$ cat src/sv/stp_pkg.sv
// Shared types and constants for the servo teach and playback sequencer.
`default_nettype none
package stp_pkg;

   // Widths fixed by the item fields and the register file.
   localparam int PULSE_W    = 16;
   localparam int CHAN_W     = 2;
   localparam int KEY_W      = 8;
   localparam int NUM_JOINTS = 4;
   localparam int NUM_LIMITS = 8;
   localparam int CSR_ADDR_W = 4;
   // Wide enough for any store index or count up to 63, which covers the default depth of 32.
   localparam int IDX_W      = 6;

   // Key codes.
   localparam logic [KEY_W-1:0] KEY_ACCEPT = 8'h88;
   localparam logic [KEY_W-1:0] KEY_REJECT = 8'h83;
   localparam logic [KEY_W-1:0] KEY_RECALL = 8'hA1;
   localparam logic [KEY_W-1:0] KEY_CLEAR  = 8'hF0;
   localparam logic [KEY_W-1:0] KEY_EXIT   = 8'hC0;

   // Per joint step keys, joint 0 in the lowest byte.
   localparam logic [NUM_JOINTS-1:0][KEY_W-1:0] DOWN_KEYS = {8'h90, 8'hF8, 8'h80, 8'h99};
   localparam logic [NUM_JOINTS-1:0][KEY_W-1:0] UP_KEYS   = {8'hB0, 8'hCF, 8'hA4, 8'h82};

   // Commands passed from the front end to the back end.
   typedef enum logic [1:0] {
      CMD_EMIT,
      CMD_STORE,
      CMD_RECALL
   } cmd_op_type;

   typedef struct packed {
      cmd_op_type          op;
      logic                kind;
      logic [CHAN_W-1:0]   channel;
      logic [PULSE_W-1:0]  pulse;
      logic                dropped;
      logic [IDX_W-1:0]    index;
      logic [IDX_W-1:0]    count;
   } cmd_type;

endpackage
`default_nettype wire

$ cat src/sv/stp_cmd_fifo.sv
// Two entry command queue between the front end and the back end.
`default_nettype none
module stp_cmd_fifo
   import stp_pkg::*;
(
   input  wire logic    clock,
   input  wire logic    reset,
   input  wire logic    wr_en,
   input  wire cmd_type wr_cmd,
   output logic         full,
   input  wire logic    rd_en,
   output cmd_type      rd_cmd,
   output logic         empty
);

   cmd_type    q_ff [2];
   logic       wr_ptr_ff;
   logic       wr_ptr_in;
   logic       rd_ptr_ff;
   logic       rd_ptr_in;
   logic [1:0] cnt_ff;
   logic [1:0] cnt_in;
   logic       do_wr;
   logic       do_rd;

   assign full   = (cnt_ff == 2'd2);
   assign empty  = (cnt_ff == 2'd0);
   assign do_wr  = wr_en && !full;
   assign do_rd  = rd_en && !empty;
   assign rd_cmd = q_ff[rd_ptr_ff];

   always_comb begin
      wr_ptr_in = do_wr ? !wr_ptr_ff : wr_ptr_ff;
      rd_ptr_in = do_rd ? !rd_ptr_ff : rd_ptr_ff;
      cnt_in    = cnt_ff;
      if (do_wr && !do_rd) begin
         cnt_in = cnt_ff + 2'd1;
      end else if (do_rd && !do_wr) begin
         cnt_in = cnt_ff - 2'd1;
      end
   end

   always_ff @(posedge clock) begin
      if (reset) begin
         wr_ptr_ff <= 1'b0;
         rd_ptr_ff <= 1'b0;
         cnt_ff    <= 2'd0;
      end else begin
         wr_ptr_ff <= wr_ptr_in;
         rd_ptr_ff <= rd_ptr_in;
         cnt_ff    <= cnt_in;
      end
   end

   always_ff @(posedge clock) begin
      if (do_wr) begin
         q_ff[wr_ptr_ff] <= wr_cmd;
      end
   end

endmodule
`default_nettype wire

$ cat src/sv/stp_front.sv
// Front end: key decoding, joint pulses, limit registers and store count.
`default_nettype none
module stp_front
   import stp_pkg::*;
#(
   parameter int SEQ_DEPTH     = 32,
   parameter int PULSE_DEFAULT = 1500,
   parameter int BASE_STEP     = 10,
   parameter int SHOULDER_STEP = 10,
   parameter int ELBOW_STEP    = 10,
   parameter int GRIP_STEP     = 10
) (
   input  wire logic                  clock,
   input  wire logic                  reset,
   input  wire logic                  key_valid,
   input  wire logic [KEY_W-1:0]      key,
   input  wire logic                  csr_we,
   input  wire logic [CSR_ADDR_W-1:0] csr_addr,
   input  wire logic [PULSE_W-1:0]    csr_wdata,
   output logic                       cmd_push,
   output cmd_type                    cmd
);

   localparam int CW = $clog2(SEQ_DEPTH + 1);
   localparam logic [PULSE_W-1:0] PDEF = PULSE_W'(PULSE_DEFAULT);
   localparam logic [NUM_JOINTS-1:0][PULSE_W-1:0] STEPS = {
      PULSE_W'(GRIP_STEP), PULSE_W'(ELBOW_STEP), PULSE_W'(SHOULDER_STEP), PULSE_W'(BASE_STEP)
   };

   typedef enum logic [1:0] {
      MODE_MENU,
      MODE_MOVE,
      MODE_STOPPED
   } mode_type;

   mode_type           mode_ff, mode_in;
   logic [CHAN_W-1:0]  joint_ff, joint_in;
   logic [PULSE_W-1:0] pulse_ff [NUM_JOINTS];
   logic [PULSE_W-1:0] pulse_in [NUM_JOINTS];
   logic [PULSE_W-1:0] acc_ff [NUM_JOINTS];
   logic [PULSE_W-1:0] acc_in [NUM_JOINTS];
   logic [CW-1:0]      count_ff, count_in;
   logic [PULSE_W-1:0] lim_ff [NUM_LIMITS];

   logic [PULSE_W-1:0] cur_p;
   logic [PULSE_W-1:0] lo;
   logic [PULSE_W-1:0] hi;
   logic [PULSE_W-1:0] st;
   logic [PULSE_W-1:0] new_p;
   logic               hit;
   logic [CHAN_W-1:0]  hit_joint;

   assign cur_p = pulse_ff[joint_ff];
   assign lo    = lim_ff[{joint_ff, 1'b0}];
   assign hi    = lim_ff[{joint_ff, 1'b1}];
   assign st    = STEPS[joint_ff];

   // Joint key lookup used in the menu.
   always_comb begin
      hit       = 1'b0;
      hit_joint = '0;
      for (int j = 0; j < NUM_JOINTS; j++) begin
         if (!hit && (key == DOWN_KEYS[j] || key == UP_KEYS[j])) begin
            hit       = 1'b1;
            hit_joint = CHAN_W'(j);
         end
      end
   end

   // Stepped and clamped pulse for the selected joint, or its accepted pulse on reject.
   always_comb begin
      new_p = cur_p;
      if (key == DOWN_KEYS[joint_ff]) begin
         if (cur_p > lo && (cur_p - lo) >= st) begin
            new_p = cur_p - st;
         end else begin
            new_p = lo;
         end
      end else if (key == UP_KEYS[joint_ff]) begin
         if (cur_p < hi && (hi - cur_p) >= st) begin
            new_p = cur_p + st;
         end else begin
            new_p = hi;
         end
      end else if (key == KEY_REJECT) begin
         new_p = acc_ff[joint_ff];
      end
   end

   always_comb begin
      mode_in  = mode_ff;
      joint_in = joint_ff;
      count_in = count_ff;
      for (int j = 0; j < NUM_JOINTS; j++) begin
         pulse_in[j] = pulse_ff[j];
         acc_in[j]   = acc_ff[j];
      end
      cmd_push      = 1'b0;
      cmd.op        = CMD_EMIT;
      cmd.kind      = 1'b0;
      cmd.channel   = joint_ff;
      cmd.pulse     = new_p;
      cmd.dropped   = 1'b0;
      cmd.index     = IDX_W'(count_ff);
      cmd.count     = IDX_W'(count_ff);
      if (key_valid) begin
         case (mode_ff)
            MODE_MENU: begin
               if (hit) begin
                  mode_in  = MODE_MOVE;
                  joint_in = hit_joint;
               end else if (key == KEY_RECALL) begin
                  cmd_push = 1'b1;
                  cmd.op   = CMD_RECALL;
               end else if (key == KEY_CLEAR) begin
                  cmd_push    = 1'b1;
                  cmd.kind    = 1'b1;
                  cmd.channel = '0;
                  cmd.pulse   = PDEF;
                  count_in    = '0;
                  for (int j = 0; j < NUM_JOINTS; j++) begin
                     pulse_in[j] = PDEF;
                     acc_in[j]   = PDEF;
                  end
               end else if (key == KEY_EXIT) begin
                  mode_in = MODE_STOPPED;
               end
            end
            MODE_MOVE: begin
               cmd_push           = 1'b1;
               pulse_in[joint_ff] = new_p;
               if (key == KEY_ACCEPT) begin
                  acc_in[joint_ff] = new_p;
                  mode_in          = MODE_MENU;
                  if (count_ff < CW'(SEQ_DEPTH)) begin
                     cmd.op   = CMD_STORE;
                     count_in = count_ff + CW'(1);
                  end else begin
                     cmd.dropped = 1'b1;
                  end
               end
            end
            default: begin
               mode_in = MODE_STOPPED;
            end
         endcase
      end
   end

   always_ff @(posedge clock) begin
      if (reset) begin
         mode_ff  <= MODE_MENU;
         joint_ff <= '0;
         count_ff <= '0;
         for (int j = 0; j < NUM_JOINTS; j++) begin
            pulse_ff[j] <= PDEF;
            acc_ff[j]   <= PDEF;
         end
         for (int i = 0; i < NUM_LIMITS; i++) begin
            lim_ff[i] <= i[0] ? {PULSE_W{1'b1}} : '0;
         end
      end else begin
         mode_ff  <= mode_in;
         joint_ff <= joint_in;
         count_ff <= count_in;
         for (int j = 0; j < NUM_JOINTS; j++) begin
            pulse_ff[j] <= pulse_in[j];
            acc_ff[j]   <= acc_in[j];
         end
         if (csr_we && csr_addr < CSR_ADDR_W'(NUM_LIMITS)) begin
            lim_ff[csr_addr[2:0]] <= csr_wdata;
         end
      end
   end

endmodule
`default_nettype wire

$ cat src/sv/stp_back.sv
// Back end: sequence memory, recall walk and the result register.
`default_nettype none
module stp_back
   import stp_pkg::*;
#(
   parameter int SEQ_DEPTH     = 32,
   parameter int PULSE_DEFAULT = 1500
) (
   input  wire logic         clock,
   input  wire logic         reset,
   input  wire cmd_type      cmd,
   input  wire logic         cmd_empty,
   output logic              cmd_pop,
   input  wire logic         out_pop,
   output logic              out_valid,
   output logic              out_kind,
   output logic [CHAN_W-1:0] out_channel,
   output logic [PULSE_W-1:0] out_pulse,
   output logic              out_dropped,
   output logic              out_last
);

   localparam int CW = $clog2(SEQ_DEPTH + 1);
   localparam int AW = (SEQ_DEPTH > 1) ? $clog2(SEQ_DEPTH) : 1;
   localparam int EW = CHAN_W + PULSE_W;

   typedef enum logic {
      ST_IDLE,
      ST_WALK
   } state_type;

   state_type          state_ff;
   logic [AW-1:0]      idx_ff, idx_in;
   logic [CW-1:0]      cnt_ff;
   logic               valid_ff;
   logic               kind_ff;
   logic [CHAN_W-1:0]  chan_ff;
   logic [PULSE_W-1:0] pulse_ff;
   logic               drop_ff;
   logic               last_ff;

   logic [EW-1:0]      mem [SEQ_DEPTH];
   logic [EW-1:0]      rd_data_ff;
   logic               out_ready;
   logic               walk_last;

   assign out_ready = !valid_ff || out_pop;
   assign cmd_pop   = (state_ff == ST_IDLE) && !cmd_empty && out_ready;
   assign walk_last = ({{(CW > AW ? CW - AW : 0){1'b0}}, idx_ff} == CW'(cnt_ff - CW'(1)));

   // Next read address: the entry that the read data register fetches for the result register.
   always_comb begin
      idx_in = '0;
      if (state_ff == ST_WALK) begin
         if (out_ready) begin
            idx_in = walk_last ? '0 : idx_ff + AW'(1);
         end else begin
            idx_in = idx_ff;
         end
      end
   end

   always_ff @(posedge clock) begin
      if (cmd_pop && cmd.op == CMD_STORE) begin
         mem[AW'(cmd.index)] <= {cmd.channel, cmd.pulse};
      end
      rd_data_ff <= mem[idx_in];
   end

   always_ff @(posedge clock) begin
      if (reset) begin
         state_ff <= ST_IDLE;
         valid_ff <= 1'b0;
         idx_ff   <= '0;
         cnt_ff   <= '0;
      end else begin
         idx_ff <= idx_in;
         case (state_ff)
            ST_IDLE: begin
               if (cmd_pop) begin
                  valid_ff <= 1'b1;
                  case (cmd.op)
                     CMD_RECALL: begin
                        kind_ff  <= 1'b1;
                        chan_ff  <= '0;
                        pulse_ff <= PULSE_W'(PULSE_DEFAULT);
                        drop_ff  <= 1'b0;
                        cnt_ff   <= CW'(cmd.count);
                        last_ff  <= (cmd.count == '0);
                        if (cmd.count != '0) begin
                           state_ff <= ST_WALK;
                        end
                     end
                     default: begin
                        kind_ff  <= cmd.kind;
                        chan_ff  <= cmd.channel;
                        pulse_ff <= cmd.pulse;
                        drop_ff  <= cmd.dropped;
                        last_ff  <= 1'b1;
                     end
                  endcase
               end else if (out_pop) begin
                  valid_ff <= 1'b0;
               end
            end
            ST_WALK: begin
               // The result register is free or being taken, so the next entry moves in.
               if (out_ready) begin
                  valid_ff <= 1'b1;
                  kind_ff  <= 1'b0;
                  chan_ff  <= rd_data_ff[EW-1 -: CHAN_W];
                  pulse_ff <= rd_data_ff[PULSE_W-1:0];
                  drop_ff  <= 1'b0;
                  last_ff  <= walk_last;
                  if (walk_last) begin
                     state_ff <= ST_IDLE;
                  end
               end
            end
            default: begin
               state_ff <= ST_IDLE;
            end
         endcase
      end
   end

   assign out_valid   = valid_ff;
   assign out_kind    = kind_ff;
   assign out_channel = chan_ff;
   assign out_pulse   = pulse_ff;
   assign out_dropped = drop_ff;
   assign out_last    = last_ff;

endmodule
`default_nettype wire

$ cat src/sv/servo_teach_playback_sequencer_core.sv
// Top level of the keypad teach and playback sequencer for four servo channels.
//
//   Channel    Ports                                   Direction   Handshake
//   key item   push, full, req_key                     in          push & !full
//   result     empty, pop, rsp_kind .. rsp_last        out         pop & !empty
//   limits     csr_we, csr_addr, csr_wdata             in          csr_we
//
// The front end takes one key per cycle whenever the two entry command queue has
// room. Every key except recall makes at most one result, which the back end
// places in the result register when it pops the command. A recall makes
// 1 + n results (n stored entries) at one per cycle while results are popped,
// bounded by the single read port of the sequence memory, so it occupies the
// back end until its last entry reaches the result register. Reset is synchronous
// and active high; it resets modes, pulses, limits and the store count but not
// the sequence memory, whose entries are only read below the count. A result
// left unpopped stalls the back end; the front end stalls once the queue is full.
`default_nettype none
module servo_teach_playback_sequencer_core
   import stp_pkg::*;
#(
   parameter int SEQ_DEPTH     = 32,
   parameter int PULSE_DEFAULT = 1500,
   parameter int BASE_STEP     = 10,
   parameter int SHOULDER_STEP = 10,
   parameter int ELBOW_STEP    = 10,
   parameter int GRIP_STEP     = 10
) (
   input  wire logic                  clock,
   input  wire logic                  reset,
   input  wire logic                  push,
   output logic                       full,
   input  wire logic [KEY_W-1:0]      req_key,
   output logic                       empty,
   input  wire logic                  pop,
   output logic                       rsp_kind,
   output logic [CHAN_W-1:0]          rsp_channel,
   output logic [PULSE_W-1:0]         rsp_pulse,
   output logic                       rsp_store_dropped,
   output logic                       rsp_last,
   input  wire logic                  csr_we,
   input  wire logic [CSR_ADDR_W-1:0] csr_addr,
   input  wire logic [PULSE_W-1:0]    csr_wdata
);

   logic    key_valid;
   logic    cmd_push;
   cmd_type cmd_wr;
   cmd_type cmd_rd;
   logic    cmd_full;
   logic    cmd_empty;
   logic    cmd_pop;
   logic    out_valid;

   // A key is taken whenever the queue can hold whatever command it makes.
   assign full      = cmd_full;
   assign key_valid = push && !cmd_full;

   stp_front #(
      .SEQ_DEPTH     (SEQ_DEPTH),
      .PULSE_DEFAULT (PULSE_DEFAULT),
      .BASE_STEP     (BASE_STEP),
      .SHOULDER_STEP (SHOULDER_STEP),
      .ELBOW_STEP    (ELBOW_STEP),
      .GRIP_STEP     (GRIP_STEP)
   ) u_front (
      .clock     (clock),
      .reset     (reset),
      .key_valid (key_valid),
      .key       (req_key),
      .csr_we    (csr_we),
      .csr_addr  (csr_addr),
      .csr_wdata (csr_wdata),
      .cmd_push  (cmd_push),
      .cmd       (cmd_wr)
   );

   // Commands leave the queue in order, so a stored entry is always written
   // before any later recall reads it.
   stp_cmd_fifo u_cmd_fifo (
      .clock  (clock),
      .reset  (reset),
      .wr_en  (cmd_push),
      .wr_cmd (cmd_wr),
      .full   (cmd_full),
      .rd_en  (cmd_pop),
      .rd_cmd (cmd_rd),
      .empty  (cmd_empty)
   );

   stp_back #(
      .SEQ_DEPTH     (SEQ_DEPTH),
      .PULSE_DEFAULT (PULSE_DEFAULT)
   ) u_back (
      .clock       (clock),
      .reset       (reset),
      .cmd         (cmd_rd),
      .cmd_empty   (cmd_empty),
      .cmd_pop     (cmd_pop),
      .out_pop     (pop),
      .out_valid   (out_valid),
      .out_kind    (rsp_kind),
      .out_channel (rsp_channel),
      .out_pulse   (rsp_pulse),
      .out_dropped (rsp_store_dropped),
      .out_last    (rsp_last)
   );

   assign empty = !out_valid;

endmodule
`default_nettype wire
$ cat config.mk
export PLATFORM = sky130hd
export DESIGN_NAME = servo_teach_playback_sequencer_core
export DESIGN_NICKNAME = d
export VERILOG_FILES = /design/src/sv/stp_pkg.sv /design/src/sv/stp_cmd_fifo.sv /design/src/sv/stp_front.sv /design/src/sv/stp_back.sv /design/src/sv/servo_teach_playback_sequencer_core.sv
export SDC_FILE = /design/constraint.sdc
export NUM_CORES = 2
export LEC_CHECK = 0
export BUFFER_PORTS_ARGS = -buffer_cell sky130_fd_sc_hd__buf_2
export CORE_ASPECT_RATIO = 1.2
export CORE_MARGIN = 10
export CORE_UTILIZATION = 50
export DETAILED_ROUTE_END_ITERATION = 10
export PLACE_DENSITY = 0.66
export SYNTH_ARGS = -nofsm -noshare
export SYNTH_HDL_FRONTEND = slang
export SYNTH_SLANG_ARGS = --single-unit
$ cat constraint.sdc
create_clock -name clock -period 17.7 [get_ports clock]
set_clock_uncertainty 0.15 [all_clocks]
set_input_delay 1.77 -clock clock [delete_from_list [all_inputs] [get_ports clock]]
set_output_delay 1.77 -clock clock [all_outputs]
set_load 0.01 [all_outputs]
# ---- Word level (Yosys, flattened, before mapping)
# Memory sizes are Yosys's and may differ from the RTL's. A register that Yosys moved wholly into a read port is not among the register bits.
# Cells that the tools add are included.
dict set report classes {
  add_sub_neg 9
  reduce_logical 43
  n_lt_le_gt_ge 9
  muxes 127
  n_eq_ne 31
  n_bitwise 11
}
# cell count
set ops {}
lappend ops {{$mux W64} 9}
lappend ops {{$mux W16} 19}
lappend ops {{$pmux W64 S2} 2}
lappend ops {{$bwmux W64} 2}
lappend ops {{$eq A8 B8 Y1 const B} 13}
lappend ops {{$mux W19} 3}
lappend ops {{$sub A16 B16 Y16} 3}
lappend ops {{$mux W1} 42}
lappend ops {{$mux W2} 18}
lappend ops {{$bmux W16 S2} 1}
lappend ops {{$bmux W8 S2} 2}
lappend ops {{$demux W16 S2} 1}
lappend ops {{$ge A16 B16 Y1} 2}
lappend ops {{$pmux W16 S2} 1}
lappend ops {{$mux W6} 5}
lappend ops {{$mux W22} 1}
lappend ops {{$mux W21} 1}
lappend ops {{$add A16 B16 Y16} 1}
lappend ops {{$eq A8 B8 Y1} 2}
lappend ops {{$gt A16 B16 Y1} 1}
lappend ops {{$lt A16 B16 Y1} 1}
lappend ops {{$mux W8} 2}
lappend ops {{$reduce_or A16 Y1} 1}
lappend ops {{$logic_and A1 B1 Y1} 15}
lappend ops {{35 further kinds} 82}
dict set report totals {
  in_bits 33
  ramBits 900
  wordCells 250
  output_inout_bits 23
  reg_bits 48
  mem_count 5
}
# name words width read_ports rd_ports_with_merged_regs wr line
set mem_list {}
lappend mem_list {u_back.mem 32 18 1 1 1 stp_back.sv:42} ;# logic [EW-1:0] mem [SEQ_DEPTH];
lappend mem_list {u_front.lim_ff 8 16 2 2 8 stp_front.sv:43} ;# logic [PULSE_W-1:0] lim_ff [NUM_LIMITS];
lappend mem_list {u_cmd_fifo.q_ff 2 34 1 1 1 stp_cmd_fifo.sv:16} ;# cmd_type q_ff [2];
lappend mem_list {u_front.acc_ff 4 16 5 1 4 stp_front.sv:40} ;# logic [PULSE_W-1:0] acc_ff [NUM_JOINTS];
lappend mem_list {u_front.pulse_ff 4 16 5 1 4 stp_front.sv:38} ;# logic [PULSE_W-1:0] pulse_ff [NUM_JOINTS];

# ---- Longest topological paths before layout
dict set report logic_depth {
  ltp_word 20
  ltp_mapped 22
  depth_no_buf 15
}

# ---- Hierarchy
# From an unflattened synthesis, not the netlist that was laid out.
dict set report hier_totals {
  hier_cells 3115
  hier_area_um2 42442.0
}
# mod n_inst cells_each seq_area_each_um2 area_per_inst_um2
set by_module_without_submodules {}
lappend by_module_without_submodules {stp_back 1 1615 18547.8 25041.5}
lappend by_module_without_submodules {stp_front 1 1367 6646.4 14715.4}
lappend by_module_without_submodules {stp_cmd_fifo 1 131 2142.1 2667.6}
lappend by_module_without_submodules {servo_teach_playback_sequencer_core 1 2 0.0 17.5}

# ---- Worst setup path before layout
# Ideal clock, no wire load.
dict set report synth_path {
  path_kind {register to register}
  startpoint {register (tool-made name)}
  endpoint {memory u_cmd_fifo.q_ff[0][21] (netlist bit) (data pin)}
  required_ns 17.276
  synth_period_minus_slack_ns 5.535
  stages_incl_launch_ff 22
  arrival_ns 5.111
  path_slack_ns 12.165
  path_buffers 6
  setup_time_ns 0.274
  cell_sequence {dfxtp_1 > buf_2 > buf_4 > buf_2 > buf_2 > buf_2 > mux4_2 > inv_1 > ha_1 > inv_1 > fa_1 > a211o_1 > a211o_1 > a21o_1 > o32ai_1 > a21oi_1 > nor3b_2 > a31oi_1 > buf_2 > nor2b_1 > o32ai_4 > nand2_2}
}
# item line
set synth_lines {}
lappend synth_lines {{end, declared} stp_cmd_fifo.sv:16}

==> out/metrics.csv <==
stage,metric,value,unit
setup_path,CP max stage cell,a211oi_4,
sta,Hold Fails Final Rpt,0,
setup_path,Startpoint Class,register,
setup_path,WS Path Type,register to register,
clocking,Clock transition at path regs,0.06,ns
sta,Final min period,6.42,ns
power,Logic pwr share,0.113,
clocking,Post-CTS Resized,0,
global_route,Congestion Overflow GR,0,
sta,Finish-stage setup viols,0,
setup_path,largest fanout on the critical path,44,
final_layout,design area,0.0468,mm²
final_layout,final core utilization,0.559,
global_route,Total GRT Usage,0.237,
clocking,CTS Sinks,957,
setup_path,Worst Path Buf+Inv,3,
clocking,Clock Tree Buf Depth,3,
setup_path,Critical Path AT,6.65,ns
synth,asr flop ratio synth,0,
final_layout,share of layout cells above drive strength 1,0.129,
clocking,Root Buffer,clkbuf_16,
floorplan,Initial Utilization,0.505,
clocking,clock latency at the later pin of the worst-skew pair,0.67,ns
route,DRT Wirelength,117000,µm
sta,setup slack after layout,11.28,ns
sta,upper clock frequency limit,156,MHz
route,routed len/inst,24.3,µm
placement,port bufs,55,
power,worst vdd rail ir drop,0.0911,mV
setup_path,Reg2Reg Setup Slack,11.28,ns
route,vias per std cell,6.00,
power,pwr/cell area,112,mW/mm²
final_layout,NumNets Final,3712,
synth,Mapped Cells,3630,
setup_path,CP required,17.93,ns
synth,sequential share of the synthesized area,0.637,
power,leak pwr,16.0,nW
final_layout,diode count,0,
route,Pre-antenna DRT Iters,5,
synth,ys flop type,edfxtp_1,
clocking,CTS Hold Bufs,0,
global_route,pin count of the biggest net entering global routing,94,
floorplan,row count,116,
synth,Synth Register Bits,957,
run,MaxCap Viol Count,0,
floorplan,Die Span Y,339,µm
synth,"EDFF count, synth",781,
synth,Synth Area per Inst,11.7,µm²
setup_path,Top delay family on crit path,compound AO/OA/AOI/OAI gates,
power,clock power share,0.388,
synth,Yosys warning count,0,
clocking,Post-CTS Setup Bufs,0,
sta,Worst slew margin,0.144,
final_layout,synth-to-layout area growth,10.7,%
floorplan,die footprint,0.0967,mm²
final_layout,fill count,7031,
placement,DP Area,0.0437,mm²
power,P_int,0.00392,W
clocking,CTS H-tree depth,3,
sta,"Period Utilization, post-route",0.362,
placement,Final GP Congestion,0.929,
placement,DPL Wire Length,72800,µm
setup_path,Max stage delay on crit path,1.01,ns
floorplan,Core Footprint,0.0837,mm²
floorplan,die width,286,µm
sta,Worst Tran Pin Value,1.28,ns
sta,RSZ-0062 raised after global routing,false,
sta,Worst Hold Margin,0.297,ns
power,Sw Share,0.251,
worst_hold_path,type of the worst min-delay path,register to register,
synth,"Distinct cells, synth",99,
route,DRC violations left,0,
sta,Slew Limit Fails,0,
clocking,CTS tree,built,
route,number of DRC markers in iteration 0,2991,
global_route,initial antenna violation count,4,
route,via count,28998,
global_route,first-pass GRT wire length,176000,µm
placement,DP Worst Slack,11.25,ns
route,antenna violation net count after detailed routing,0,
clocking,CTS Buf Count,95,
sta,total negative slack,0,ns
synth,net count after synthesis,3708,
setup_path,crit-path cells,"buf_4, mux4_2, inv_1, ha_1, inv_1, fa_1, a21o_1, a221oi_1, mux2i_1, and4_1, o2111a_1, a211oi_4, mux2i_1, o22a_1, nand2_1",
setup_path,Critical Path End Type,register,
power,NetSw,0.00131,W
floorplan,I/O Pins,56,
power,Flop pwr share,0.499,
synth,Syn Std Cell Area,0.0423,mm²
global_route,vias in the first global route,27935,
outcome,outcome,completed,
-- cell usage in the layout, fill, tap and decap left out, types with 60 or more instances in the layout --
master,count
a21oi_1,236
nand2_1,725
nor2_1,195
edfxtp_1,781
o21ai_0,60
clkbuf_16,96
dfxtp_1,173
or2_2,64
inv_1,63
and2_1,78
nand3_1,270
-- cells by family after synthesis --
family / after synthesis / share of synthesized area
compound gates: 628 / 0.0960
xor+xnor: 55 / 0.0114
fa+ha+maj: 45 / 0.0137
buf+inv: 272 / 0.0263
flops: 957 / 0.637
mux: 141 / 0.0520
simple gates: 1532 / 0.163
-- synthesized netlist by cell type (all sizes together) (7+ instances only) --
master | count | share of area
nor3 | 24 | 0.0028
edfxtp | 781 | 0.55
a21o | 12 | 0.0021
o211ai | 9 | 0.0016
ha | 43 | 0.013
xor2 | 19 | 0.0039
a211oi | 17 | 0.0034
nand4 | 15 | 0.0024
mux4 | 59 | 0.031
a31oi | 31 | 0.0047
o221ai | 8 | 0.0018
buf | 70 | 0.0084
or3 | 12 | 0.0019
o22a | 20 | 0.0041
o21a | 10 | 0.0018
inv | 63 | 0.0056
nor2b | 18 | 0.0027
a22oi | 7 | 0.0019
dfxtp | 176 | 0.083
a21oi | 254 | 0.031
o2bb2ai | 19 | 0.0039
xnor2 | 36 | 0.0074
nand2b | 54 | 0.0080
nand2 | 727 | 0.065
nor4 | 12 | 0.0018
clkbuf | 137 | 0.012
a211o | 25 | 0.0052
nand3 | 270 | 0.032
o21ai | 119 | 0.014
nor2 | 221 | 0.020
and3 | 11 | 0.0016
mux2 | 30 | 0.0081
and2 | 81 | 0.012
o32ai | 8 | 0.0023
o22ai | 30 | 0.0046
or2 | 65 | 0.0096
mux2i | 52 | 0.013
-- power by group through the flow --
stage	clock, W	sequential (W)	combinational [W]
finish	0.00203	0.00261	0.000593
CTS	0.00205	0.00261	0.000593
global placement	0	0.00266	0.000584
global route	0.00214	0.00262	0.000641
floorplan	0	0.00266	0.000349
detailed placement	0	0.00266	0.000591
-- stage by stage --
stage	power [W]	std cells
3_5_place_dp	0.00325	4658
5_1_grt	0.00540	4830
3_3_place_gp	0.00324	4658
6_report	0.00524	4830
4_1_cts	0.00526	4830
2_1_floorplan	0.00301	3630
-- worst register-to-register path: cells and delay by family (launching register included) --
kind / cells / cell delay (ns)
compound gates: 5 / 2.26
fa+ha+maj: 2 / 0.65
buf+inv: 3 / 0.96
flops: 1 / 0.68
mux: 3 / 1.13
simple gates: 2 / 0.30
-- final cells by class --
type,count,area [µm²],share of cell area
Multi-Input combinational cell,2401,14400,0.307
Sequential cell,957,27000,0.576
Clock buffer,127,2560,0.0546
Inverter,65,244,0.00521
Tap cell,1121,1400,0.0299
Timing Repair Buffer,114,718,0.0153
Clock inverter,45,567,0.0121
-- path summary, 6_finish.rpt --
kind | startpoint | to | depth (start not counted)
worst min-delay path | u_front.pulse_ff[2][12] | u_front.pulse_ff[2][12] | 2
worst max-delay path | register | u_cmd_fifo.q_ff[0][17] | 15
worst min register to register | u_front.pulse_ff[2][12] | u_front.pulse_ff[2][12] | 2
worst max register to register | register | u_cmd_fifo.q_ff[0][17] | 15
-- registers in the layout, summed over array words and instances (netlist names), 2 cells and up, named ones only --
register            cells
u_back.out_channel      2
u_back.out_pulse       16
u_back.mem            576
u_front.pulse_ff       64
u_front.lim_ff        128
u_front.count_ff        6
u_front.mode_ff         2
u_cmd_fifo.q_ff        56
u_cmd_fifo.cnt_ff       2
u_front.acc_ff         64
u_front.joint_ff        2
u_back.rd_data_ff      18
u_back.cnt_ff           6
u_back.idx_ff           5
-- per-layer routing --
| layer | wire, µm | vias up | GRT usage |
|---|---|---|---|
| met5 | 24 | - | 0 |
| met4 | 5510 | 4 | 0.109 |
| met3 | 7620 | 235 | 0.0337 |
| met2 | 58300 | 1173 | 0.402 |
| met1 | 45800 | 14400 | 0.295 |
| li1 | - | 13186 | - |
Power figures use the tool's default switching activity.
